### config.mk
export PLATFORM = sky130hd
export DESIGN_NAME = um_to_arm64_instruction_translator
export DESIGN_NICKNAME = d
export VERILOG_FILES = /design/src/hw/rtl/umtr_pkg.sv /design/src/hw/rtl/umtr_front.sv /design/src/hw/rtl/umtr_queue.sv /design/src/hw/rtl/umtr_back.sv /design/src/hw/rtl/um_to_arm64_instruction_translator.sv
export SDC_FILE = /design/constraint.sdc
export NUM_CORES = 1
export LEC_CHECK = 0
export ABC_AREA = 0
export BUFFER_PORTS_ARGS = -buffer_cell sky130_fd_sc_hd__buf_4
export CAP_MARGIN = 40
export CORE_MARGIN = 3
export CORE_UTILIZATION = 45
export CTS_BUF_LIST = sky130_fd_sc_hd__clkbuf_2 sky130_fd_sc_hd__clkbuf_4 sky130_fd_sc_hd__clkbuf_8
export DETAILED_ROUTE_END_ITERATION = 8
export PLACE_DENSITY = 0.69
export SLEW_MARGIN = 20
export SYNTH_ARGS = -nofsm -noshare
export SYNTH_HDL_FRONTEND = slang
export SYNTH_SLANG_ARGS = --single-unit
### constraint.sdc
create_clock -name clk -period 4.35 [get_ports clk]
set_input_delay 0.435 -clock clk [delete_from_list [all_inputs] [get_ports clk]]
set_output_delay 0.435 -clock clk [all_outputs]
set_load 0.02 [all_outputs]
### src/hw/rtl/umtr_pkg.sv
// Shared types, opcode codes and instruction encodings for the UM to AArch64 translator.
package umtr_pkg;

  // Guest opcodes, bits 31..28 of the instruction word
  localparam logic [3:0] OP_CMOV   = 4'd0;
  localparam logic [3:0] OP_LOAD   = 4'd1;
  localparam logic [3:0] OP_STORE  = 4'd2;
  localparam logic [3:0] OP_ADD    = 4'd3;
  localparam logic [3:0] OP_MUL    = 4'd4;
  localparam logic [3:0] OP_DIV    = 4'd5;
  localparam logic [3:0] OP_NAND   = 4'd6;
  localparam logic [3:0] OP_HALT   = 4'd7;
  localparam logic [3:0] OP_MAP    = 4'd8;
  localparam logic [3:0] OP_SEGFREE = 4'd9;
  localparam logic [3:0] OP_OUT    = 4'd10;
  localparam logic [3:0] OP_IN     = 4'd11;
  localparam logic [3:0] OP_LOADP  = 4'd12;
  localparam logic [3:0] OP_LOADV  = 4'd13;

  // Configuration register indexes
  localparam logic [2:0] CFG_BASE_REG  = 3'd0;
  localparam logic [2:0] CFG_ARG_REG   = 3'd1;
  localparam logic [2:0] CFG_OUT_CODE  = 3'd2;
  localparam logic [2:0] CFG_IN_CODE   = 3'd3;
  localparam logic [2:0] CFG_UNMAP_CODE = 3'd4;

  localparam logic [4:0]  BASE_REG_RST   = 5'd19;
  localparam logic [4:0]  ARG_REG_RST    = 5'd1;
  localparam logic [15:0] OUT_CODE_RST   = 16'd0;
  localparam logic [15:0] IN_CODE_RST    = 16'd1;
  localparam logic [15:0] UNMAP_CODE_RST = 16'd2;

  localparam logic [24:0] SLOT_BYTES = 25'd20;

  // AArch64 encodings
  localparam logic [31:0] NOP_WORD    = 32'hD503201F;
  localparam logic [31:0] MOVZ_W      = 32'h52800000;
  localparam logic [31:0] MOVK_W_HI   = 32'h72A00000;
  localparam logic [31:0] MOV_W_REG   = 32'h2A0003E0;
  localparam logic [31:0] CMP_W       = 32'h7100001F;
  localparam logic [31:0] CSEL_W      = 32'h1A800000;
  localparam logic [31:0] CSEL_COND   = 32'h00001000;
  localparam logic [31:0] ADD_X9_X28  = 32'h8B000389;
  localparam logic [31:0] LDR_W_IDX   = 32'hB8605920;
  localparam logic [31:0] STR_W_IDX   = 32'hB8205920;
  localparam logic [31:0] ADD_W       = 32'h0B000000;
  localparam logic [31:0] MADD_W      = 32'h1B000000;
  localparam logic [31:0] MADD_ZR    = 32'h00007C00;
  localparam logic [31:0] UDIV_W      = 32'h1AC00800;
  localparam logic [31:0] AND_W       = 32'h0A000000;
  localparam logic [31:0] ORN_W       = 32'h2A2003E0;
  localparam logic [31:0] W9_RD       = 32'h00000009;
  localparam logic [31:0] W9_RM       = 32'h00090000;
  localparam logic [31:0] MOVZ_X27    = 32'hD280001B;
  localparam logic [31:0] RET_WORD    = 32'hD65F03C0;
  localparam logic [31:0] STR_LR_PUSH = 32'hF81F0FFE;
  localparam logic [31:0] LDR_LR_POP  = 32'hF84107FE;
  localparam logic [31:0] BLR_X12     = 32'hD63F0180;
  localparam logic [31:0] BLR_X15     = 32'hD63F01E0;
  localparam logic [31:0] BR_X15      = 32'hD61F01E0;
  localparam logic [31:0] ADR_X13_8   = 32'h1000004D;
  localparam logic [31:0] MOV_W10     = 32'h2A0003EA;
  localparam logic [31:0] CBNZ_W_2    = 32'h35000040;

  // Classified instruction, host registers already mapped
  typedef struct packed {
    logic [3:0]  op;
    logic [4:0]  ra;
    logic [4:0]  rb;
    logic [4:0]  rc;
    logic [4:0]  rd;
    logic [24:0] imm;
    logic [24:0] next_offset;
  } dec_t;

  typedef struct packed {
    logic [4:0]  arg_reg;
    logic [15:0] out_code;
    logic [15:0] in_code;
    logic [15:0] unmap_code;
  } svc_cfg_t;

  function automatic logic [31:0] f_rd(input logic [4:0] r);
    return {27'b0, r};
  endfunction

  function automatic logic [31:0] f_rn(input logic [4:0] r);
    return {22'b0, r, 5'b0};
  endfunction

  function automatic logic [31:0] f_rm(input logic [4:0] r);
    return {11'b0, r, 16'b0};
  endfunction

  function automatic logic [31:0] f_imm16(input logic [15:0] v);
    return {11'b0, v, 5'b0};
  endfunction

endpackage

### src/hw/rtl/umtr_front.sv
// Front end: configuration registers, input acceptance and instruction classification.
module umtr_front (
  input  logic                     clk,
  input  logic                     rst,
  input  logic                     in_valid,
  output logic                     in_ready,
  input  logic [31:0]              guest_instruction,
  input  logic [23:0]              code_offset,
  input  logic                     cfg_valid,
  output logic                     cfg_ready,
  input  logic [2:0]               cfg_index,
  input  logic [15:0]              cfg_data,
  input  logic                     q_full,
  output logic                     push,
  output umtr_pkg::dec_t           push_data,
  output umtr_pkg::svc_cfg_t       svc_cfg
);
  import umtr_pkg::*;

  logic [4:0] base_register;

  assign cfg_ready = 1'b1;

  always_ff @(posedge clk) begin
    if (rst) begin
      base_register      <= BASE_REG_RST;
      svc_cfg.arg_reg    <= ARG_REG_RST;
      svc_cfg.out_code   <= OUT_CODE_RST;
      svc_cfg.in_code    <= IN_CODE_RST;
      svc_cfg.unmap_code <= UNMAP_CODE_RST;
    end else if (cfg_valid) begin
      case (cfg_index)
        CFG_BASE_REG:   base_register      <= cfg_data[4:0];
        CFG_ARG_REG:    svc_cfg.arg_reg    <= cfg_data[4:0];
        CFG_OUT_CODE:   svc_cfg.out_code   <= cfg_data;
        CFG_IN_CODE:    svc_cfg.in_code    <= cfg_data;
        CFG_UNMAP_CODE: svc_cfg.unmap_code <= cfg_data;
        default: ;
      endcase
    end
  end

  assign in_ready = !q_full;
  assign push     = in_valid && !q_full;

  // 5-bit adds wrap mod 32 like the host register file numbering
  always_comb begin
    push_data.op          = guest_instruction[31:28];
    push_data.ra          = base_register + {2'b0, guest_instruction[8:6]};
    push_data.rb          = base_register + {2'b0, guest_instruction[5:3]};
    push_data.rc          = base_register + {2'b0, guest_instruction[2:0]};
    push_data.rd          = base_register + {2'b0, guest_instruction[27:25]};
    push_data.imm         = guest_instruction[24:0];
    push_data.next_offset = {1'b0, code_offset} + SLOT_BYTES;
  end

endmodule

### src/hw/rtl/umtr_queue.sv
// Short FIFO of classified instructions between the front and back ends.
module umtr_queue #(
  parameter int DEPTH = 2
) (
  input  logic           clk,
  input  logic           rst,
  input  logic           push,
  input  umtr_pkg::dec_t push_data,
  output logic           full,
  input  logic           pop,
  output logic           head_valid,
  output umtr_pkg::dec_t head_data
);
  import umtr_pkg::*;

  localparam int PW = (DEPTH > 1) ? $clog2(DEPTH) : 1;
  localparam int CW = $clog2(DEPTH + 1);

  dec_t          slots [DEPTH];
  logic [PW-1:0] wr_ptr;
  logic [PW-1:0] rd_ptr;
  logic [CW-1:0] count;

  function automatic logic [PW-1:0] f_inc(input logic [PW-1:0] p);
    return (p == PW'(DEPTH - 1)) ? '0 : p + 1'b1;
  endfunction

  assign full       = (count == CW'(DEPTH));
  assign head_valid = (count != '0);
  assign head_data  = slots[rd_ptr];

  always_ff @(posedge clk) begin
    if (push) slots[wr_ptr] <= push_data;
  end

  always_ff @(posedge clk) begin
    if (rst) begin
      wr_ptr <= '0;
      rd_ptr <= '0;
      count  <= '0;
    end else begin
      if (push) wr_ptr <= f_inc(wr_ptr);
      if (pop)  rd_ptr <= f_inc(rd_ptr);
      if (push && !pop)      count <= count + 1'b1;
      else if (pop && !push) count <= count - 1'b1;
    end
  end

endmodule

### src/hw/rtl/umtr_back.sv
// Back end: builds the five-word AArch64 slot and holds it in the output register.
module umtr_back (
  input  logic               clk,
  input  logic               rst,
  input  logic               head_valid,
  input  umtr_pkg::dec_t     head_data,
  input  umtr_pkg::svc_cfg_t svc_cfg,
  output logic               pop,
  output logic               out_valid,
  input  logic               out_ready,
  output logic [31:0]        host_word0,
  output logic [31:0]        host_word1,
  output logic [31:0]        host_word2,
  output logic [31:0]        host_word3,
  output logic [31:0]        host_word4,
  output logic [24:0]        next_offset
);
  import umtr_pkg::*;

  logic [31:0] w0, w1, w2, w3, w4;
  logic [31:0] svc_out, svc_in, svc_unmap;
  logic [31:0] arg;

  assign pop = head_valid && (!out_valid || out_ready);

  assign arg       = f_rd(svc_cfg.arg_reg);
  assign svc_out   = MOVZ_W | f_imm16(svc_cfg.out_code) | arg;
  assign svc_in    = MOVZ_W | f_imm16(svc_cfg.in_code) | arg;
  assign svc_unmap = MOVZ_W | f_imm16(svc_cfg.unmap_code) | arg;

  always_comb begin
    dec_t d;
    d  = head_data;
    w0 = NOP_WORD;
    w1 = NOP_WORD;
    w2 = NOP_WORD;
    w3 = NOP_WORD;
    w4 = NOP_WORD;
    unique case (d.op)
      OP_CMOV: begin
        w0 = CMP_W | f_rn(d.rc);
        w1 = CSEL_W | f_rd(d.ra) | f_rn(d.rb) | f_rm(d.ra) | CSEL_COND;
      end
      OP_LOAD: begin
        w0 = ADD_X9_X28 | f_rm(d.rb);
        w1 = LDR_W_IDX | f_rd(d.ra) | f_rm(d.rc);
      end
      OP_STORE: begin
        w0 = ADD_X9_X28 | f_rm(d.ra);
        w1 = STR_W_IDX | f_rd(d.rc) | f_rm(d.rb);
      end
      OP_ADD:  w0 = ADD_W | f_rd(d.ra) | f_rn(d.rb) | f_rm(d.rc);
      OP_MUL:  w0 = MADD_W | f_rd(d.ra) | f_rn(d.rb) | f_rm(d.rc) | MADD_ZR;
      OP_DIV:  w0 = UDIV_W | f_rd(d.ra) | f_rn(d.rb) | f_rm(d.rc);
      OP_NAND: begin
        w0 = AND_W | W9_RD | f_rn(d.rb) | f_rm(d.rc);
        w1 = ORN_W | f_rd(d.ra) | W9_RM;
      end
      OP_HALT: begin
        w0 = MOVZ_X27;
        w1 = RET_WORD;
        w2 = '0;
        w3 = '0;
        w4 = '0;
      end
      OP_MAP: begin
        w0 = MOV_W_REG | f_rm(d.rc);
        w1 = STR_LR_PUSH;
        w2 = BLR_X12;
        w3 = LDR_LR_POP;
        w4 = MOV_W_REG | f_rd(d.rb);
      end
      OP_SEGFREE: begin
        w0 = MOV_W_REG | f_rm(d.rc);
        w1 = svc_unmap;
        w2 = STR_LR_PUSH;
        w3 = BLR_X15;
        w4 = LDR_LR_POP;
      end
      OP_OUT: begin
        w0 = MOV_W_REG | f_rm(d.rc);
        w1 = svc_out;
        w2 = ADR_X13_8;
        w3 = BR_X15;
      end
      OP_IN: begin
        w0 = svc_in;
        w1 = ADR_X13_8;
        w2 = BR_X15;
        w3 = MOV_W_REG | f_rd(d.rc);
      end
      OP_LOADP: begin
        w0 = MOV_W10 | f_rm(d.rc);
        w1 = CBNZ_W_2 | f_rd(d.rb);
        w2 = RET_WORD;
        w3 = MOV_W_REG | f_rm(d.rb);
        w4 = BR_X15;
      end
      OP_LOADV: begin
        w0 = MOVZ_W | f_imm16(d.imm[15:0]) | f_rd(d.rd);
        w1 = MOVK_W_HI | f_imm16({7'b0, d.imm[24:16]}) | f_rd(d.rd);
      end
      default: begin
        // opcodes 14 and 15: empty slot
        w0 = '0;
        w1 = '0;
        w2 = '0;
        w3 = '0;
        w4 = '0;
      end
    endcase
  end

  always_ff @(posedge clk) begin
    if (rst) begin
      out_valid <= 1'b0;
    end else if (pop) begin
      out_valid <= 1'b1;
    end else if (out_ready) begin
      out_valid <= 1'b0;
    end
  end

  always_ff @(posedge clk) begin
    if (pop) begin
      host_word0  <= w0;
      host_word1  <= w1;
      host_word2  <= w2;
      host_word3  <= w3;
      host_word4  <= w4;
      next_offset <= head_data.next_offset;
    end
  end

endmodule

### src/hw/rtl/um_to_arm64_instruction_translator.sv
// Top level of the Universal Machine to AArch64 instruction translator.
// Translates one UM instruction word per cycle into a 20-byte slot of five AArch64
// words plus the next slot offset. An input transaction passes through the
// classification queue and then the output register of the slot builder before
// output valid. Throughput is one transaction per cycle while out_ready stays high, set by the single
// queue read port and the output register; the queue absorbs up to QUEUE_DEPTH
// instructions while the output side stalls. Configuration writes are taken at once
// (cfg_ready is tied high) and must be made while no translation is in flight.
module um_to_arm64_instruction_translator #(
  parameter int QUEUE_DEPTH = 2
) (
  input  logic        clk,
  input  logic        rst,
  input  logic        in_valid,
  output logic        in_ready,
  input  logic [31:0] guest_instruction,
  input  logic [23:0] code_offset,
  output logic        out_valid,
  input  logic        out_ready,
  output logic [31:0] host_word0,
  output logic [31:0] host_word1,
  output logic [31:0] host_word2,
  output logic [31:0] host_word3,
  output logic [31:0] host_word4,
  output logic [24:0] next_offset,
  input  logic        cfg_valid,
  output logic        cfg_ready,
  input  logic [2:0]  cfg_index,
  input  logic [15:0] cfg_data
);
  import umtr_pkg::*;

  logic     q_full;
  logic     push;
  logic     pop;
  logic     head_valid;
  dec_t     push_data;
  dec_t     head_data;
  svc_cfg_t svc_cfg;

  umtr_front u_front (
    .clk               (clk),
    .rst               (rst),
    .in_valid          (in_valid),
    .in_ready          (in_ready),
    .guest_instruction (guest_instruction),
    .code_offset       (code_offset),
    .cfg_valid         (cfg_valid),
    .cfg_ready         (cfg_ready),
    .cfg_index         (cfg_index),
    .cfg_data          (cfg_data),
    .q_full            (q_full),
    .push              (push),
    .push_data         (push_data),
    .svc_cfg           (svc_cfg)
  );

  umtr_queue #(.DEPTH(QUEUE_DEPTH)) u_queue (
    .clk        (clk),
    .rst        (rst),
    .push       (push),
    .push_data  (push_data),
    .full       (q_full),
    .pop        (pop),
    .head_valid (head_valid),
    .head_data  (head_data)
  );

  umtr_back u_back (
    .clk         (clk),
    .rst         (rst),
    .head_valid  (head_valid),
    .head_data   (head_data),
    .svc_cfg     (svc_cfg),
    .pop         (pop),
    .out_valid   (out_valid),
    .out_ready   (out_ready),
    .host_word0  (host_word0),
    .host_word1  (host_word1),
    .host_word2  (host_word2),
    .host_word3  (host_word3),
    .host_word4  (host_word4),
    .next_offset (next_offset)
  );

endmodule

==> results of run 1 <==
==> what timing repair did <==
action                    4_1_cts  5_1_grt
buffers inserted                0        0
hold buffers                   22        0
hold endpoints to repair       44        0
==> how the worst min path moves through the flow <==
stage / start / endpoint / slack [ns]
3_5_place_dp: u_front.svc_cfg[0] / u_front.svc_cfg[0] / 0.45
2_1_floorplan: u_front.svc_cfg[16] / u_front.svc_cfg[16] / 0.43
5_1_grt: guest_instruction[0] / u_queue.slots[0][25] / 0.007
4_1_cts: guest_instruction[28] / u_queue.slots[0][70] / 0.001
3_3_place_gp: u_front.svc_cfg[7] / u_front.svc_cfg[7] / 0.44
6_report: guest_instruction[28] / u_queue.slots[0][70] / 0.04
==> power groups by stage <==
stage | sequential, mW | combinational, mW | clock, mW
detailed placement | 5.25 | 4.83 | 0
finish | 5.18 | 4.89 | 2.70
CTS | 5.19 | 4.86 | 2.77
global route | 5.26 | 5.15 | 2.93
floorplan | 5.76 | 2.42 | 0
global placement | 5.24 | 4.78 | 0
==> flip-flops by register name (all words and copies together), names as in the netlist, named ones only <==
register / flops
u_back.host_word0: 30
u_front.base_register: 5
u_back.next_offset: 25
u_queue.wr_ptr: 1
u_back.host_word2: 8
u_back.host_word4: 13
u_queue.rd_ptr: 1
u_queue.count: 2
u_back.out_valid: 1
u_front.svc_cfg: 53
u_back.host_word1: 32
u_queue.slots: 148
u_back.host_word3: 18
==> critical path: stages, from the launching register on <==
cell and delay (ns):
dfxtp_4 0.85, or3b_1 0.27, nand2_2 0.34, o21ai_0 0.55, o211ai_1 0.46, o221ai_1 0.44
==> cells in the final DEF, fill, tap and decap left out, types with 5 or more instances in the layout <==
| master | n |
|---|---|
| nand2_1 | 169 |
| o221ai_1 | 15 |
| buf_4 | 270 |
| o21ai_0 | 54 |
| mux2_2 | 41 |
| xnor2_1 | 31 |
| nor2_1 | 60 |
| clkinv_1 | 16 |
| nand3_1 | 25 |
| nand4_1 | 5 |
| a222oi_1 | 9 |
| o211ai_1 | 15 |
| nand3b_1 | 6 |
| conb_1 | 18 |
| mux2i_1 | 33 |
| dlygate4sd3_1 | 22 |
| and3_1 | 5 |
| a21oi_1 | 87 |
| a21o_1 | 5 |
| clkbuf_8 | 58 |
| inv_1 | 25 |
| a22oi_1 | 10 |
| nor3_1 | 6 |
| clkbuf_4 | 17 |
| clkinv_2 | 6 |
| a211o_1 | 5 |
| nand2b_1 | 6 |
| nor2b_1 | 8 |
| o22ai_1 | 8 |
| dfxtp_1 | 63 |
| ha_1 | 14 |
| edfxtp_1 | 274 |
| mux2_4 | 5 |
| xor2_1 | 8 |
==> per-layer routing <==
| layer | wire, µm | share of wire, % | track usage [%] |
|---|---|---|---|
| met1 | 17000 | 38 | 30.2 |
| met2 | 20600 | 47 | 39.4 |
| met3 | 4540 | 10 | 7.03 |
| met4 | 2010 | 4.5 | 10.9 |
| met5 | 27 | 0.061 | 0 |
==> layout make-up <==
class	count	area share (%)
sequential	338	52.4
multi-input combinational	724	25.4
timing repair buffer	293	12.5
clock buffer	75	5.10
tap	442	3.05
clock inverter	28	0.930
inverter	28	0.593
==> metrics by stage <==
stage | total power [mW] | std cells | worst slack, ns
final | 12.8 | 1928 | 1.21
after global routing | 13.3 | 1928 | 1.17
after CTS | 12.8 | 1927 | 1.35
after detailed placement | 10.1 | 1802 | 1.36
after global placement | 10.0 | 1800 | 1.34
after floorplan | 8.18 | 1212 | 0.751
==> logic make-up after synthesis <==
family                     Yosys count  share of synthesized area, %
and+or+nand+nor                    318                          9.50
DFF                                338                          63.6
buffers and inverters              150                          5.98
adders and majority gates           18                          1.71
muxes                               83                          6.15
other                                2                        0.0503
AOI/OAI and AO/OA                  248                          10.7
xor gates and xnor gates            39                          2.29
==> cell usage after synthesis, types with 4 or more instances <==
| cell | instances | area, µm² |
|---|---|---|
| a21oi_1 | 87 | 435 |
| o2111ai_1 | 4 | 35.0 |
| dfxtp_1 | 64 | 1280 |
| fa_1 | 4 | 80.1 |
| nor2_1 | 61 | 229 |
| nand2b_1 | 6 | 37.5 |
| o21ai_0 | 54 | 270 |
| a222oi_1 | 9 | 90.1 |
| nand3b_1 | 6 | 45.0 |
| ha_1 | 14 | 175 |
| a21o_1 | 5 | 37.5 |
| and3_1 | 6 | 37.5 |
| nand2_1 | 169 | 634 |
| buf_6 | 8 | 90.1 |
| o211ai_1 | 15 | 113 |
| buf_2 | 21 | 105 |
| a31oi_1 | 4 | 25.0 |
| nor3_1 | 6 | 30.0 |
| o221ai_1 | 15 | 131 |
| o32a_1 | 4 | 40.0 |
| clkbuf_1 | 26 | 97.6 |
| a22oi_1 | 10 | 75.1 |
| nor2b_1 | 8 | 50.1 |
| nand3_1 | 25 | 125 |
| edfxtp_1 | 274 | 8230 |
| inv_1 | 26 | 97.6 |
| mux2_4 | 5 | 75.1 |
| xnor2_1 | 31 | 272 |
| mux2_2 | 41 | 462 |
| or3_1 | 4 | 25.0 |
| nand4_1 | 5 | 31.3 |
| buf_4 | 65 | 488 |
| a22o_1 | 4 | 35.0 |
| o22ai_1 | 8 | 50.1 |
| xor2_1 | 8 | 70.1 |
| mux2i_1 | 34 | 340 |
| a211o_1 | 5 | 43.8 |
==> impl_metrics.yaml, run 1 <==
outcome:
  run_status: "finished clean"
flow_run:
  max_cap_viol_count: 0
worst_setup_path:
  path_class: "flip-flop to flip-flop"
  cp_max_fo: 56
  worst_setup_path_start_kind: "flip-flop"
  r2r-end: "u_back.host_word0[19]"
  setup.worst_path.end: "u_back.host_word0[19]"
  reg2reg_slack_ns: 1.21
  crit_required_ns: 4.75
  cp-end-kind: "flip-flop"
  crit_arrival_ns: 3.53
  rr_worst_depth: 5
sta:
  setup-violations-final: 0
  period_share_pct: 72.1
  slew_viol_final: 0
  min_period_ns: 3.14
  tightest_slew_ns: 0.888
  max_freq_ghz: 0.319
  final-hold-violation-count: 0
  slew_headroom_pct: 39.6
  rsz0062_at_grt: "false"
  fin_tns_setup_ns: 0
  finClkSkew_ns: 0.0337
  holdWs_ns: 0.0372
pwr:
  p_switching_mw: 4.89
  internal-power_mw: 7.88
  p_sw_share_pct: 38.3
  p_per_area_mw_per_mm2: 703
  vdd_drop_max_uv: 320
  pwr-share-comb_pct: 38.3
  pwr-share-clk_pct: 21.1
  seqPwrFrac_pct: 40.6
  p_leak_nw: 6.82
die:
  rows: 66
  die-area_mm2: 0.0354
  start_util_pct: 45.8
  core_mm2: 0.0326
  dieWidth_um: 188
  ios: 268
  dieHeight_um: 188
drt:
  ant_nets: 0
  drt-initial-drc-count: 1077
  wl_per_cell_um: 22.9
  wirelength_mm: 44.1
  drt-vias-per-instance: 5.52
  routed-via-count: 10649
  first_pass_iters: 8
  drcViolationCount: 0
layout:
  multi_input_area_mm2: 0.00462
  regArea_mm2: 0.00951
  fillers: 2743
  fin_util_pct: 55.7
  diodes: 0
  fin_area_mm2: 0.0182
  drive_above_1_share_pct: 28.8
  nets: 1538
  syn_to_final_growth_pct: 21.5
global_route:
  first_global_vias: 10499
  gr-total-overflow: 0
  grt_pass1_wl_mm: 65.1
  grt_use_total_pct: 24.2
  antenna_found_initial: 2
  grt_max_degree: 65
logic_synthesis:
  synth_edf_count: 274
  yosysWarnings: 0
  synth_ff_type: "edfxtp_1"
  synthCells: 1196
  ys_seq_area_share_pct: 63.6
  syn_area_per_cell_um2: 12.5
  synthArstFlopShare_pct: 0
  synth_seq_cells: 338
  syn_area_mm2: 0.0149
  synth.distinct_cells: 71
clock_tree:
  htree_num_levels: 2
  cts_buffer_depth: 3
  cts_buffers: 55
  clk_pin_slew_ns: 0.06
  cts_resized: 0
  cts_tree: "done"
  clockRootBuffer: "clkbuf_8"
  worstSkewPairLatency_ns: 0.61
  clock-sinks: 338
placed_design:
  dp_hpwl_mm: 31.6
  port_buffers: 249
  placed_area_mm2: 0.0168
  gp_congestion: 1.01
worst_hold_path:
  min_path_type: "primary input to flip-flop"
  hold_path_depth: 1
Note: power is estimated with default switching activity, not from simulation.
==> inputs of run 2 (changes only) <==
Settings changed: PLACE_DENSITY 0.69 to 0.67.
Clock period 4.35 ns to 2.95 ns, I/O delays scaled along.
==> run 2 against run 1 <==
  * Maximum frequency grew 14%
  * Worst hold slack got worse by 0.0046 ns
  * First-iteration DRC count increased by 2.5%
  * Final area increased by 3.9%
  * Cell count increased by 3.8%
  * Critical path depth did not move
  * Setup slack worse by 1.0 ns
  * Highest routed layer unchanged
  * Clock skew up 0.020 ns
  * Sequential power rose by 48%
  * Largest cell class unchanged
  * Clock power is 54% higher
  * Die area unchanged
  * Register-to-register slack worse by 1.0 ns
==> impl_metrics.yaml, run 2 (same netlist as run 1, synthesis figures left out) <==
placed_design:
  placed_area_mm2: 0.0172
  port_buffers: 249
  dp_hpwl_mm: 33.5
  gp_congestion: 0.936
sta:
  slew_headroom_pct: 45.6
  period_share_pct: 92.9
  tightest_slew_ns: 0.809
  fin_tns_setup_ns: 0
  finClkSkew_ns: 0.0533
  rsz0062_at_grt: "false"
  final-hold-violation-count: 0
  slew_viol_final: 0
  max_freq_ghz: 0.365
  setup-violations-final: 0
  min_period_ns: 2.74
layout:
  largest-register: "u_queue.slots"
  largest_reg_flops: 148
  nets: 1613
  fin_area_mm2: 0.0189
  reg.largest.list: "u_queue.slots (148), u_front.svc_cfg (53), u_back.host_word1 (32)"
  syn_to_final_growth_pct: 26.3
  diodes: 0
  fin_util_pct: 57.9
  mostFrequentLayoutCells: "buf_4, edfxtp_1, nand2_1"
  drive_above_1_share_pct: 30.1
  final_common_cell: "buf_4"
drt:
  routed-via-count: 11002
  drt-initial-drc-count: 1104
  first_pass_iters: 8
  drt-vias-per-instance: 5.50
  wl_per_cell_um: 23.3
  ant_nets: 0
  wirelength_mm: 46.6
  drcViolationCount: 0
clock_tree:
  cts_buffers: 56
  cts_tree: "done"
  clk_pin_slew_ns: 0.06
  htree_num_levels: 2
  post_cts_buffers: 0
  clock-sinks: 338
  clockRootBuffer: "clkbuf_8"
  cts_buffer_depth: 3
  worstSkewPairLatency_ns: 0.63
  cts_resized: 0
die:
  core_mm2: 0.0326
  dieWidth_um: 188
  die-area_mm2: 0.0354
  start_util_pct: 45.8
  dieHeight_um: 188
  ios: 268
  rows: 66
worst_hold_path:
  min_path_type: "primary input to flip-flop"
  hold_start: "code_offset[10]"
  min_to: "u_queue.slots[0][10]"
  hold_path_depth: 2
worst_setup_path:
  crit_arrival_ns: 3.10
  path_class: "flip-flop to flip-flop"
  cp_max_fo: 47
  crit_required_ns: 3.31
  worst_setup_path_start_kind: "flip-flop"
  rr_worst_depth: 5
  r2r-end: "u_back.host_word1[16]"
  cp-end-kind: "flip-flop"
  reg2reg_slack_ns: 0.21
pwr:
  vdd_drop_max_uv: 486
  p_leak_nw: 7.17
  p_per_area_mw_per_mm2: 1030
global_route:
  grt_pass1_wl_mm: 68.5
  antenna_found_initial: 1
  met3_usage_pct: 6.16
  first_global_vias: 10831
  gr-total-overflow: 0
  grt.busiest_layer: "met2"
  use_met1_pct: 32.9
  grt_use_total_pct: 25.6
  grt_max_degree: 79
  use_met2_pct: 42.3
outcome:
  run_status: "finished clean"
flow_run:
  max_cap_viol_count: 0
[run 2: worst max path at each step]
stage	startpoint	endpoint	slack (ns)	cells after the start
after global routing	flip-flop	u_back.host_word1[16]	0.11	5
final	flip-flop	u_back.host_word1[16]	0.21	5
after floorplan	u_queue.count[0]	u_queue.slots[1][0]	0.007	2
after global placement	flip-flop	u_back.host_word1[16]	0.28	5
after CTS	flip-flop	u_back.host_word1[16]	0.23	5
after detailed placement	flip-flop	u_back.host_word1[16]	0.23	5
[run 2: final cells by class]
cell class              count  area, µm²
fillers                  2716      13700
multi-input cells         724       4620
clock inverters            28        225
inverters                  28        109
repair buffers            367       2950
flip-flops and latches    338       9510
well taps                 442        553
clock buffers              74        906
[run 2: routing by layer]
metal	wire, µm	vias to the layer above
met5	15	-
met4	1720	2
met3	4590	120
met2	22100	621
met1	18200	5273
li1	-	4986
[run 2: worst max-delay path: stages, from the launching register on]
cell and delay [ns]:
dfxtp_4 0.73, nor3_1 0.29, or2_0 0.40, nand2_1 0.39, o221ai_1 0.20, or4_1 0.48
[run 2: report_power, final]
group          internal, mW  total, mW  switching (mW)
clock                  2.27       4.16            1.88
sequential             6.94       7.66           0.727
combinational          2.85       7.65            4.80
[run 2: what timing repair did]
action	CTS	global route
endpoints found under the hold margin	131	0
hold buffers	55	0
endpoints found under the setup margin	0	0
[run 2: stage by stage]
stage / power (mW) / instances / worst slack (ns) / hold WS, ns
final: 19.5 / 2001 / 0.209 / 0.0327
after global routing: 20.3 / 2001 / 0.105 / 0.00117
after CTS: 19.5 / 2000 / 0.226 / 0.000374
after detailed placement: 15.3 / 1843 / 0.228 / 0.445
after global placement: 15.3 / 1842 / 0.276 / 0.442
after floorplan: 12.0 / 1212 / 0.00652 / 0.394
